===== config.mk =====
export PLATFORM = sky130hd
export DESIGN_NAME = ppi_area
export DESIGN_NICKNAME = d
export VERILOG_FILES = /design/src/design/polygon_point_inclusion_assert.svh /design/src/design/ppi_pkg.sv /design/src/design/ppi_area.sv
export SDC_FILE = /design/constraint.sdc
export NUM_CORES = 1
export LEC_CHECK = 0
export ABC_AREA = 1
export BUFFER_PORTS_ARGS = -buffer_cell sky130_fd_sc_hd__buf_2
export CORE_ASPECT_RATIO = 0.9
export CORE_UTILIZATION = 40
export CTS_BUF_LIST = sky130_fd_sc_hd__clkbuf_2
export DETAILED_ROUTE_END_ITERATION = 8
export MAX_ROUTING_LAYER = met4
export PLACE_DENSITY = 0.6
export REMOVE_ABC_BUFFERS = 1
export SKIP_CTS_REPAIR_TIMING = 1
export SLEW_MARGIN = 20
export SYNTH_ARGS = -nofsm -noshare
export SYNTH_HDL_FRONTEND = slang
export SYNTH_SLANG_ARGS = --single-unit

===== constraint.sdc =====
create_clock -name aclk -period 10.1 [get_ports aclk]
set_input_delay 0.505 -clock aclk [delete_from_list [all_inputs] [get_ports aclk]]
set_output_delay 0.505 -clock aclk [all_outputs]
set_load 0.1 [all_outputs]

===== src/design/polygon_point_inclusion_assert.svh =====
// Assertion macros shared by the polygon point inclusion RTL.
`ifndef POLYGON_POINT_INCLUSION_ASSERT_SVH
`define POLYGON_POINT_INCLUSION_ASSERT_SVH

// Same-cycle implication, sampled on aclk, off while aresetn is low.
`define PPI_CHECK_IMP(lbl, ante, cons) \
    lbl: assert property (@(posedge aclk) disable iff (!aresetn) (ante) |-> (cons)) \
        else $error("ppi same-cycle check failed");

// Next-cycle implication, sampled on aclk, off while aresetn is low.
`define PPI_CHECK_NXT(lbl, ante, cons) \
    lbl: assert property (@(posedge aclk) disable iff (!aresetn) (ante) |=> (cons)) \
        else $error("ppi next-cycle check failed");

`endif


===== src/design/ppi_pkg.sv =====
// Shared types, constants and helpers for the polygon point inclusion block.
`default_nettype none

package ppi_pkg;

    localparam int MAX_VERTICES = 256;
    localparam int COORD_BITS   = 16;
    localparam int ADDR_BITS    = $clog2(MAX_VERTICES);
    localparam int CNT_BITS     = $clog2(MAX_VERTICES + 1);
    localparam int EXT_BITS     = COORD_BITS + 1;
    localparam int PROD_BITS    = 2 * EXT_BITS;
    localparam int AREA_BITS    = 42;
    localparam int SUM_BITS     = AREA_BITS + 1;

    typedef enum logic {
        ACT_LOAD  = 1'b0,
        ACT_QUERY = 1'b1
    } action_t;

    typedef enum logic {
        KIND_SUMMARY = 1'b0,
        KIND_QUERY   = 1'b1
    } kind_t;

    typedef enum logic [1:0] {
        STAT_OK       = 2'd0,
        STAT_NO_POLY  = 2'd1,
        STAT_OVERFLOW = 2'd2
    } status_t;

    typedef enum logic [2:0] {
        ST_IDLE,
        ST_CLOSE,
        ST_ADRAIN,
        ST_WALK,
        ST_QDRAIN,
        ST_EMIT
    } state_t;

    typedef struct packed {
        logic signed [COORD_BITS-1:0] x;
        logic signed [COORD_BITS-1:0] y;
    } vertex_t;

    typedef struct packed {
        logic signed [COORD_BITS-1:0] min_x;
        logic signed [COORD_BITS-1:0] max_x;
        logic signed [COORD_BITS-1:0] min_y;
        logic signed [COORD_BITS-1:0] max_y;
    } box_t;

    typedef struct packed {
        action_t                      action;
        logic signed [COORD_BITS-1:0] coord_x;
        logic signed [COORD_BITS-1:0] coord_y;
        logic                         last_vertex;
    } in_t;

    typedef struct packed {
        kind_t                        kind;
        logic                         inside_res;
        logic [AREA_BITS-1:0]         twice_area;
        logic signed [COORD_BITS-1:0] box_min_x;
        logic signed [COORD_BITS-1:0] box_max_x;
        logic signed [COORD_BITS-1:0] box_min_y;
        logic signed [COORD_BITS-1:0] box_max_y;
        status_t                      status;
    } out_t;

    // Control and status between the sequencer and the shoelace unit.
    typedef struct packed {
        logic clr;
        logic term_vld;
    } area_ctl_t;

    typedef struct packed {
        logic busy;
    } area_sts_t;

    // Control and status between the sequencer and the edge test pipeline.
    typedef struct packed {
        logic start;
        logic issue;
    } edge_ctl_t;

    typedef struct packed {
        logic busy;
        logic odd;
    } edge_sts_t;

    // Sign-extend one coordinate by a bit so sums and differences cannot wrap.
    function automatic logic signed [EXT_BITS-1:0] sext1(input logic signed [COORD_BITS-1:0] c);
        return {c[COORD_BITS-1], c};
    endfunction

endpackage

`default_nettype wire


===== src/design/ppi_area.sv =====
// Shoelace accumulator: one product per term, saturating running sum.
`default_nettype none

module ppi_area (
    input  wire                        aclk,
    input  wire                        aresetn,
    input  ppi_pkg::area_ctl_t         ctl,
    input  ppi_pkg::vertex_t           va,
    input  ppi_pkg::vertex_t           vb,
    output ppi_pkg::area_sts_t         sts,
    output logic [ppi_pkg::AREA_BITS-1:0] twice_area
);
    import ppi_pkg::*;

    logic signed [EXT_BITS-1:0]  xsum;
    logic signed [EXT_BITS-1:0]  ydiff;
    logic signed [PROD_BITS-1:0] prod_reg;
    logic                        prod_vld_reg;
    logic [SUM_BITS-1:0]         sum_reg;
    logic [SUM_BITS-1:0]         sum_next;
    logic [SUM_BITS:0]           sum_wide;
    logic [SUM_BITS-1:0]         mag;

    assign xsum  = sext1(va.x) + sext1(vb.x);
    assign ydiff = sext1(va.y) - sext1(vb.y);

    always_ff @(posedge aclk) begin
        prod_reg <= xsum * ydiff;
    end

    // Add one guard bit, then clamp to the signed sum range.
    assign sum_wide = {sum_reg[SUM_BITS-1], sum_reg}
                    + {{(SUM_BITS + 1 - PROD_BITS){prod_reg[PROD_BITS-1]}}, prod_reg};

    always_comb begin
        sum_next = sum_reg;
        if (ctl.clr) begin
            sum_next = '0;
        end else if (prod_vld_reg) begin
            if (sum_wide[SUM_BITS] != sum_wide[SUM_BITS-1]) begin
                sum_next = sum_wide[SUM_BITS] ? {1'b1, {(SUM_BITS-1){1'b0}}}
                                              : {1'b0, {(SUM_BITS-1){1'b1}}};
            end else begin
                sum_next = sum_wide[SUM_BITS-1:0];
            end
        end
    end

    always_ff @(posedge aclk) begin
        if (!aresetn) begin
            prod_vld_reg <= 1'b0;
            sum_reg      <= '0;
        end else begin
            prod_vld_reg <= ctl.term_vld;
            sum_reg      <= sum_next;
        end
    end

    // Magnitude; the most negative sum clamps to the top of the area range.
    assign mag        = sum_reg[SUM_BITS-1] ? (~sum_reg + SUM_BITS'(1)) : sum_reg;
    assign twice_area = mag[SUM_BITS-1] ? '1 : mag[AREA_BITS-1:0];
    assign sts.busy   = prod_vld_reg;

endmodule

`default_nettype wire


==> metrics.cfg <==
[floorplanning]
chipHeight_um=210.2
start_util_pct=40.91
die_w_um=233.4
placement_rows=75
top_level_ports=111
dieArea_sq_um=49070
core_sq_um=47110

[final_layout]
finalNetCount=3279
largest_reg_flops=43
area_growth_syn_to_layout_pct=6.686
fin_area_sq_um=20560
final_cell_mix=571 x inv_1, 554 x nand2_1, 299 x fa_1, 288 x nor2_1, 161 x ha_1
drive_above_1_share_pct=7.692
postLayoutCoreUtil_pct=43.65
final_common_cell=inv_1

[drt]
drtIter0Drc=1233
route.detailed.drc=8
viasPerCell=5.187
final_antenna_net_count=0
drt_wl_total_um=58700
drt-wirelength-per-cell_um=17.40
via_count=17500
drtPass1Iterations=7

[clock_tree]
htreeDepth=3
cts-root-buf=clkbuf_2
clk_latency_ns=0.70
clk_pin_slew_ns=0.32
cts_buffers=9
clock_sinks=78
cts_tree=done
clockBufferDepth=2

[worst_setup_path]
slowest_delay_ns=0.78
setup.worst_path.start_class=input pin
timing.rr.start=sum_reg[0]
endpoint_kind=flip-flop
cp_slowest_cell=a21oi_2
cp.required_ns=10.66
r2r_end=sum_reg[28]
arrival_ns=8.52
worst-path-max-fanout=16
timing.reg2reg.setup_slack_ns=6.81
worst_r2r_path_depth=11
crit_path_frequent_cell=fa_1
worstSetupPathType=input pin to flip-flop

[run_status]
violations=design-rule violations
outcome=finished, violations left

[global_route]
antenna_found_initial=1
grt_max_degree=43
grt_overflow=0
grt_pass1_wl_um=96450
grt_pass1_vias=18170
grtUsageTotal_pct=26.04

[yosys]
syn_inst=2662
synth-seq-cells=78
synth.avg_cell_area_sq_um=7.240
synth_cell_types=52
yosys_warnings=0
ys_seq_area_share_pct=8.102
netlist_area_sq_um=19270

[placement]
place_area_sq_um=20430
io_buffer_count=110
place.gp.congestion=1.012
hpwl_um=49910

[sta]
period_needed_ns=7.957
hold_viol=0
period_share_pct=78.78
skew_ns=0.07996
relSlewSlack_pct=29.07
setup_violations=0
worst_pin_slew_ns=1.060
drv_slew=0
rsz0062_at_grt=false
fmax_ghz=0.1257
finalSetupTns_ns=0

[min_path]
hold_depth=4
hp-start=ctl[1]
holdPathEnd=sum_reg[40]
hold_path_class=input pin to flip-flop

[job]
cap_violations=0

-- cell usage after synthesis (all sizes together) --
cell type | count | share of area, %
a21boi | 9 | 0.35
a21o | 14 | 0.55
a21oi | 174 | 4.9
a311oi | 1 | 0.045
a31oi | 8 | 0.26
a41oi | 3 | 0.14
and2 | 2 | 0.065
buf | 23 | 0.92
clkbuf | 24 | 0.47
clkinv | 4 | 0.078
dfxtp | 78 | 8.1
dlygate4sd3 | 4 | 0.21
fa | 299 | 31
ha | 161 | 10
inv | 578 | 11
nand2 | 564 | 11
nand3 | 99 | 2.6
nand3b | 7 | 0.27
nand4 | 21 | 0.68
nor2 | 297 | 5.9
nor3 | 35 | 0.96
nor4 | 9 | 0.29
o211a | 1 | 0.052
o211ai | 5 | 0.22
o21a | 3 | 0.12
o21ai | 107 | 2.9
o21bai | 12 | 0.47
o221ai | 1 | 0.045
o31ai | 5 | 0.19
or2 | 8 | 0.26
xnor2 | 42 | 1.9
xor2 | 64 | 3.0
-- per-stage QoR --
| step | worst slack, ns | hold WS, ns | cells |
|---|---|---|---|
| floorplan | 2.911 | 0.4741 | 2611 |
| global placement | 1.481 | 0.5245 | 3354 |
| detailed placement | 1.474 | 0.5540 | 3354 |
| CTS | 2.198 | -0.02747 | 3370 |
| global route | 1.700 | 0.2501 | 3373 |
| finish | 2.143 | 0.2610 | 3373 |
-- final cells by class --
cell class,instances,area (sq um)
fillers,4982,26550
well taps,616,770.7
multi-input cells,1951,15240
flip-flops and latches,78,1562
inverters,582,2185
clock buffers,9,45.04
repair buffers,129,698.2
diodes,1,2.502
clock inverters,7,56.30
-- logic make-up after synthesis --
kind of cell	count (synthesis)	synth area share [%]
XOR/XNOR	106	4.973
adder cells (fa/ha/maj)	460	41.51
AND/OR/NAND/NOR	1042	22.21
buffers and inverters	633	12.93
flip-flops	78	8.102
AO/OA/AOI/OAI	343	10.28
-- worst max-delay path, delay by kind of cell --
kind            cells  cell delay [ns]
buf+inv             7             0.67
fa+ha+maj           9             4.07
compound gates      8             2.35
simple gates        6             0.72
xor+xnor            1             0.16
-- how the worst max path moves through the flow --
| stage | startpoint | to | slack [ns] | cells past startpoint |
|---|---|---|---|---|
| floorplan | va[0] | prod_reg[22] | 2.91 | 29 |
| global placement | va[0] | prod_reg[25] | 1.48 | 31 |
| detailed placement | va[0] | prod_reg[25] | 1.47 | 31 |
| CTS | va[0] | prod_reg[25] | 2.20 | 31 |
| global route | va[0] | prod_reg[25] | 1.70 | 31 |
| finish | va[0] | prod_reg[25] | 2.14 | 31 |
-- layer usage --
layer,up-vias,GRT usage [%],wire [um]
met5,-,-,0
met4,0,5.217,1033
met3,80,4.085,4020
met2,544,39.81,25860
met1,8539,36.45,27790
li1,8332,-,-
Power is not shown: default switching activity piles up to over one toggle a cycle in this logic, so the estimate is an artifact.
