File: config.mk
export PLATFORM = sky130hd
export DESIGN_NAME = ppi_edge
export DESIGN_NICKNAME = d
export VERILOG_FILES = /design/src/design/polygon_point_inclusion_assert.svh /design/src/design/ppi_pkg.sv /design/src/design/ppi_edge.sv
export SDC_FILE = /design/constraint.sdc
export NUM_CORES = 2
export LEC_CHECK = 0
export BUFFER_PORTS_ARGS = -buffer_cell sky130_fd_sc_hd__buf_2
export CAP_MARGIN = 20
export CORE_ASPECT_RATIO = 0.8
export CORE_MARGIN = 10
export CORE_UTILIZATION = 45
export CTS_CLUSTER_SIZE = 8
export DETAILED_ROUTE_END_ITERATION = 12
export GPL_TIMING_DRIVEN = 0
export HOLD_SLACK_MARGIN = 0.12
export PLACE_DENSITY = 0.61
export SYNTH_ARGS = -nofsm -noshare
export SYNTH_HDL_FRONTEND = slang
export SYNTH_SLANG_ARGS = --single-unit
File: constraint.sdc
create_clock -name aclk -period 18.8 [get_ports aclk]
set_clock_uncertainty 0.15 [all_clocks]
set_input_delay 1.88 -clock aclk [delete_from_list [all_inputs] [get_ports aclk]]
set_output_delay 1.88 -clock aclk [all_outputs]
set_load 0.05 [all_outputs]
File: src/design/polygon_point_inclusion_assert.svh
// Assertion macros shared by the polygon point inclusion RTL.
`ifndef POLYGON_POINT_INCLUSION_ASSERT_SVH
`define POLYGON_POINT_INCLUSION_ASSERT_SVH

// Same-cycle implication, sampled on aclk, off while aresetn is low.
`define PPI_CHECK_IMP(lbl, ante, cons) \
    lbl: assert property (@(posedge aclk) disable iff (!aresetn) (ante) |-> (cons)) \
        else $error("ppi same-cycle check failed");

// Next-cycle implication, sampled on aclk, off while aresetn is low.
`define PPI_CHECK_NXT(lbl, ante, cons) \
    lbl: assert property (@(posedge aclk) disable iff (!aresetn) (ante) |=> (cons)) \
        else $error("ppi next-cycle check failed");

`endif

File: src/design/ppi_pkg.sv
// Shared types, constants and helpers for the polygon point inclusion block.
`default_nettype none

package ppi_pkg;

    localparam int MAX_VERTICES = 256;
    localparam int COORD_BITS   = 16;
    localparam int ADDR_BITS    = $clog2(MAX_VERTICES);
    localparam int CNT_BITS     = $clog2(MAX_VERTICES + 1);
    localparam int EXT_BITS     = COORD_BITS + 1;
    localparam int PROD_BITS    = 2 * EXT_BITS;
    localparam int AREA_BITS    = 42;
    localparam int SUM_BITS     = AREA_BITS + 1;

    typedef enum logic {
        ACT_LOAD  = 1'b0,
        ACT_QUERY = 1'b1
    } action_t;

    typedef enum logic {
        KIND_SUMMARY = 1'b0,
        KIND_QUERY   = 1'b1
    } kind_t;

    typedef enum logic [1:0] {
        STAT_OK       = 2'd0,
        STAT_NO_POLY  = 2'd1,
        STAT_OVERFLOW = 2'd2
    } status_t;

    typedef enum logic [2:0] {
        ST_IDLE,
        ST_CLOSE,
        ST_ADRAIN,
        ST_WALK,
        ST_QDRAIN,
        ST_EMIT
    } state_t;

    typedef struct packed {
        logic signed [COORD_BITS-1:0] x;
        logic signed [COORD_BITS-1:0] y;
    } vertex_t;

    typedef struct packed {
        logic signed [COORD_BITS-1:0] min_x;
        logic signed [COORD_BITS-1:0] max_x;
        logic signed [COORD_BITS-1:0] min_y;
        logic signed [COORD_BITS-1:0] max_y;
    } box_t;

    typedef struct packed {
        action_t                      action;
        logic signed [COORD_BITS-1:0] coord_x;
        logic signed [COORD_BITS-1:0] coord_y;
        logic                         last_vertex;
    } in_t;

    typedef struct packed {
        kind_t                        kind;
        logic                         inside_res;
        logic [AREA_BITS-1:0]         twice_area;
        logic signed [COORD_BITS-1:0] box_min_x;
        logic signed [COORD_BITS-1:0] box_max_x;
        logic signed [COORD_BITS-1:0] box_min_y;
        logic signed [COORD_BITS-1:0] box_max_y;
        status_t                      status;
    } out_t;

    // Control and status between the sequencer and the shoelace unit.
    typedef struct packed {
        logic clr;
        logic term_vld;
    } area_ctl_t;

    typedef struct packed {
        logic busy;
    } area_sts_t;

    // Control and status between the sequencer and the edge test pipeline.
    typedef struct packed {
        logic start;
        logic issue;
    } edge_ctl_t;

    typedef struct packed {
        logic busy;
        logic odd;
    } edge_sts_t;

    // Sign-extend one coordinate by a bit so sums and differences cannot wrap.
    function automatic logic signed [EXT_BITS-1:0] sext1(input logic signed [COORD_BITS-1:0] c);
        return {c[COORD_BITS-1], c};
    endfunction

endpackage

`default_nettype wire

File: src/design/ppi_edge.sv
// Edge crossing pipeline: one edge per cycle, even-odd flag at the end.
`default_nettype none

module ppi_edge (
    input  wire                aclk,
    input  wire                aresetn,
    input  ppi_pkg::edge_ctl_t ctl,
    input  ppi_pkg::vertex_t   seed,
    input  ppi_pkg::vertex_t   point,
    input  ppi_pkg::vertex_t   rd_data,
    output ppi_pkg::edge_sts_t sts
);
    import ppi_pkg::*;

    logic v1_reg, v2_reg, v3_reg;
    logic inside_reg;
    vertex_t b_reg;

    logic ua, ub;
    logic cross1_reg, dpos1_reg;
    logic signed [EXT_BITS-1:0] d1_reg, dxp1_reg, dxb1_reg, dyp1_reg;
    logic cross2_reg, dpos2_reg;
    logic signed [PROD_BITS-1:0] lhs2_reg, rhs2_reg;
    logic hit;

    // rd_data is vertex i, b_reg is vertex j (the one read before it).
    assign ua = $signed(rd_data.y) > $signed(point.y);
    assign ub = $signed(b_reg.y) > $signed(point.y);

    always_ff @(posedge aclk) begin
        if (ctl.start) begin
            b_reg <= seed;
        end else if (v1_reg) begin
            b_reg <= rd_data;
        end
    end

    always_ff @(posedge aclk) begin
        cross1_reg <= ua ^ ub;
        dpos1_reg  <= ub;
        d1_reg     <= sext1(b_reg.y) - sext1(rd_data.y);
        dxp1_reg   <= sext1(point.x) - sext1(rd_data.x);
        dxb1_reg   <= sext1(b_reg.x) - sext1(rd_data.x);
        dyp1_reg   <= sext1(point.y) - sext1(rd_data.y);
        cross2_reg <= cross1_reg;
        dpos2_reg  <= dpos1_reg;
        lhs2_reg   <= dxp1_reg * d1_reg;
        rhs2_reg   <= dxb1_reg * dyp1_reg;
    end

    assign hit = cross2_reg && (dpos2_reg ? (lhs2_reg < rhs2_reg) : (lhs2_reg > rhs2_reg));

    always_ff @(posedge aclk) begin
        if (!aresetn) begin
            v1_reg     <= 1'b0;
            v2_reg     <= 1'b0;
            v3_reg     <= 1'b0;
            inside_reg <= 1'b0;
        end else begin
            v1_reg <= ctl.issue;
            v2_reg <= v1_reg;
            v3_reg <= v2_reg;
            if (ctl.start) begin
                inside_reg <= 1'b0;
            end else if (v3_reg && hit) begin
                inside_reg <= ~inside_reg;
            end
        end
    end

    assign sts.busy = v1_reg | v2_reg | v3_reg;
    assign sts.odd  = inside_reg;

endmodule

`default_nettype wire

==> results.txt <==
The post-synthesis to final-layout area growth is 7.25%. Summed over all nets, the half-perimeter wirelength after detailed placement is 69900 um. The reg-to-reg startpoint is d1_reg[9]. The via count of the routed design came out at 21817. The run finished with clean final reports.

The count of unresolved DRC violations after routing is 0. Fill cells in the final layout number 6461. The global-route wire length before repair is 130000 um.

Among all stages on the critical path, the largest delay is contributed by clkbuf_1. Summed over all instances, the cell type with the most area after synthesis is fa_1. STA classifies the critical path endpoint as a flip-flop.

In this design, the critical path's most frequently occurring cell is fa_1. In the final layout, the share of cells above drive strength 1 is 4.49%. The largest buffer count on any clock path is 2.

In this run the core area contains 85 standard-cell rows. The setup TNS is 0 ns. Among all cell types in the netlist, the one instantiated most often is inv_1.

The element type at the critical path start is a flip-flop. The count of buffers from port buffering is 100. The path class of the tightest hold or removal check is flip-flop to flip-flop.

In this run, distinct cell masters in the synthesized netlist total 72. The largest net degree at the start of global routing is 33. The number of buffers created by CTS came out at 17. The net count after synthesis came out at 4237. The largest single stage delay on the critical path is 0.58 ns.

Pin placement for this block handled 102 I/O pins. The achievable frequency came out at 126 MHz. The critical path goes through clkbuf_1, clkbuf_1, nand2_1, fa_1, inv_1, fa_1, inv_1, fa_1, inv_1, fa_1, fa_1, inv_1, fa_1, inv_1, ha_1, clkbuf_1, a22o_1, nor4_1, o32ai_1, a21oi_1, a31oi_1, a41o_1, o41a_1, xnor2_1. The worst min-delay path startpoint is cross1_reg. The chip height is 252 um. The critical path start-end classification is flip-flop to flip-flop. Among cell families on the critical path, the largest total delay comes from adder cells.

The final-report max-slew violation count came out at 0. The count of clock tree sinks is 176. At the later pin of the worst-skew pair, clock insertion delay measures 0.46 ns. Setup violations remaining at the end of the flow were counted as 0. The clock period minus final worst setup slack is 7.91 ns. The post-synth design cell area came out at 30300 um^2.

The post-CTS setup buffer count came out at 0. Global routing finished with a remaining overflow of 0. The effective utilization at floorplan came out at 45.2%.

The number of antenna violations at the first check in global routing is 6. Sequential elements use 12.7% of the synthesized area. Global routing used 21.6% of the available tracks across all layers. At the pin with the least slew margin, the transition time is 0.941 ns. The share of async-settable or async-resettable flops after synthesis came out at 0%. The detailed-route wire length per cell came out at 19.1 um. The worst setup path startpoint is d1_reg[9].

The synthesis-stage register bit count came out at 176. The worst endpoint data arrival time is 8.10 ns. The reported max-cap violation count is 0. The worst-path maximum fanout came out at 10.

The total count of hold-check failures in the final report is 0. The final critical path takes up 42.1% of the cycle. The number of enable flip-flop cells after synthesis came out at 32. The detail-routed via count per cell came out at 5.12. Yosys printed 0 warnings.

The post-cts resize count is 0. The data required time at the worst endpoint came out at 18.99 ns. The last weighted congestion value of the routability-driven placer is 0.947. The number of routed nets with antenna violations came out at 0.

The number of nets in the layout came out at 4357. The number of buffers inserted by hold repair at cts is 0. Setup repair after global routing left no endpoint under its margin. Synthesis produced 3256 cells. The synthesized area divided by synthesized cell count came out at 9.31 um^2.

In the synthesized netlist the dominant register cell turns out to be dfxtp_1. The routed design has 81300 um of wire. The first-pass detailed-route iteration total came out at 5. The width of the die is 310 um. By area the synthesized netlist is led by fa_1 39%, ha_1 12%, dfxtp_1 9.5%, inv_1 8.9%, and2_1 6.2%.

In this run the tightest slew margin relative to its limit is 36.8%. Ranked by instance count, the synthesized netlist is headed by 715 x inv_1, 596 x fa_1, 340 x nand2_1. The area share of the leading cell type in the synthesized netlist is 39.4%. The critical path buffer and inverter count is 8. Clock-pin slew was measured on the worst setup and hold paths at 0.07 ns. TritonCTS built the clock tree.

The violation count after the first detailed-routing iteration came out at 1684. CTS built an H-tree with a depth of 4. The total area inside the core boundary comes to 67000 um^2. The via count of the first global-routing pass came to 22628. The die covers 78200 um^2. The cell at the root of the clock tree is clkbuf_16.
[cells by family (layout without fill, tap and decap cells)]
group           after synthesis  in the layout  share of synthesized area (%)
simple gates                923            923                           15.3
fa+ha+maj                   881            881                           51.1
buf+inv                     807            940                           10.0
compound gates              362            362                           7.79
flops                       176            176                           12.7
xor+xnor                    103            103                           2.98
mux                           4              4                          0.140
other cells                   0              3                              0
[placed cells by master, fill, tap and decap left out, types with 7 or more instances in the layout]
master     count
nor3_1        37
o31a_1         9
o22ai_1        7
ha_1         285
buf_2        101
clkbuf_1      92
dfxtp_1      144
or2_2          7
o21a_1        28
xnor2_1       89
and2_1       299
a21o_1        25
and3_1        16
nand3_1       25
or3_1         13
a31oi_1       13
xor2_1        14
a211oi_1      14
nor4_1        10
o21ai_0       86
clkbuf_16     18
edfxtp_1      32
nor2_1       108
nor2b_1       21
fa_1         596
nand2b_1      19
nand2_1      340
nand4_1       12
a21oi_1       97
inv_1        715
[worst paths after layout]
path,end,depth (start not counted),slack [ns]
min,cross2_reg,0,0.18
max reg2reg,lhs2_reg[33],24,10.89
max,lhs2_reg[33],24,10.89
min reg2reg,cross2_reg,0,0.18
[final cells by class]
type,instances,area (um^2),area share [%]
tap,870,1090,3.35
antenna,3,7.51,0.0231
clock buffer,23,499,1.54
sequential,176,3840,11.8
timing repair buffer,101,505,1.56
buffer,92,349,1.07
clock inverter,9,95.1,0.293
multi-input combinational,2273,23400,72.1
inverter,715,2680,8.26
[per-layer routing]
layer,up-vias,track usage [%],wire length (um)
met3,78,5.39,7210
met1,10748,32.5,39000
li1,10275,-,-
met4,0,5.00,2050
met2,716,30.7,33000
met5,-,0,0
[worst register-to-register path: stages (launching register included)]
cell and delay [ns]:
dfxtp_1 0.31, clkbuf_1 0.56, clkbuf_1 0.59, nand2_1 0.17, fa_1 0.53, inv_1 0.05
fa_1 0.39, inv_1 0.07, fa_1 0.40, inv_1 0.10, fa_1 0.41, fa_1 0.52
inv_1 0.06, fa_1 0.47, inv_1 0.04, ha_1 0.26, clkbuf_1 0.18, a22o_1 0.21
nor4_1 0.34, o32ai_1 0.15, a21oi_1 0.57, a31oi_1 0.29, a41o_1 0.35, o41a_1 0.33
xnor2_1 0.28
[metrics by stage]
stage          instances  instance area (um^2)  setup slack (ns)  hold slack [ns]  utilization, %
2_1_floorplan       3256                 30300             12.50            0.160               -
3_3_place_gp        4226                 31900             11.07            0.163            47.6
3_5_place_dp        4226                 31900             11.05            0.162            47.6
4_1_cts             4258                 32500             11.03            0.179            48.5
5_1_grt             4259                 32500             10.42            0.180            48.5
6_report            4262                 32500             10.89            0.178            48.5
Power is left out: the tool's default activity adds up to more than one toggle a clock period on the data nets, which glitch-free logic cannot reach.
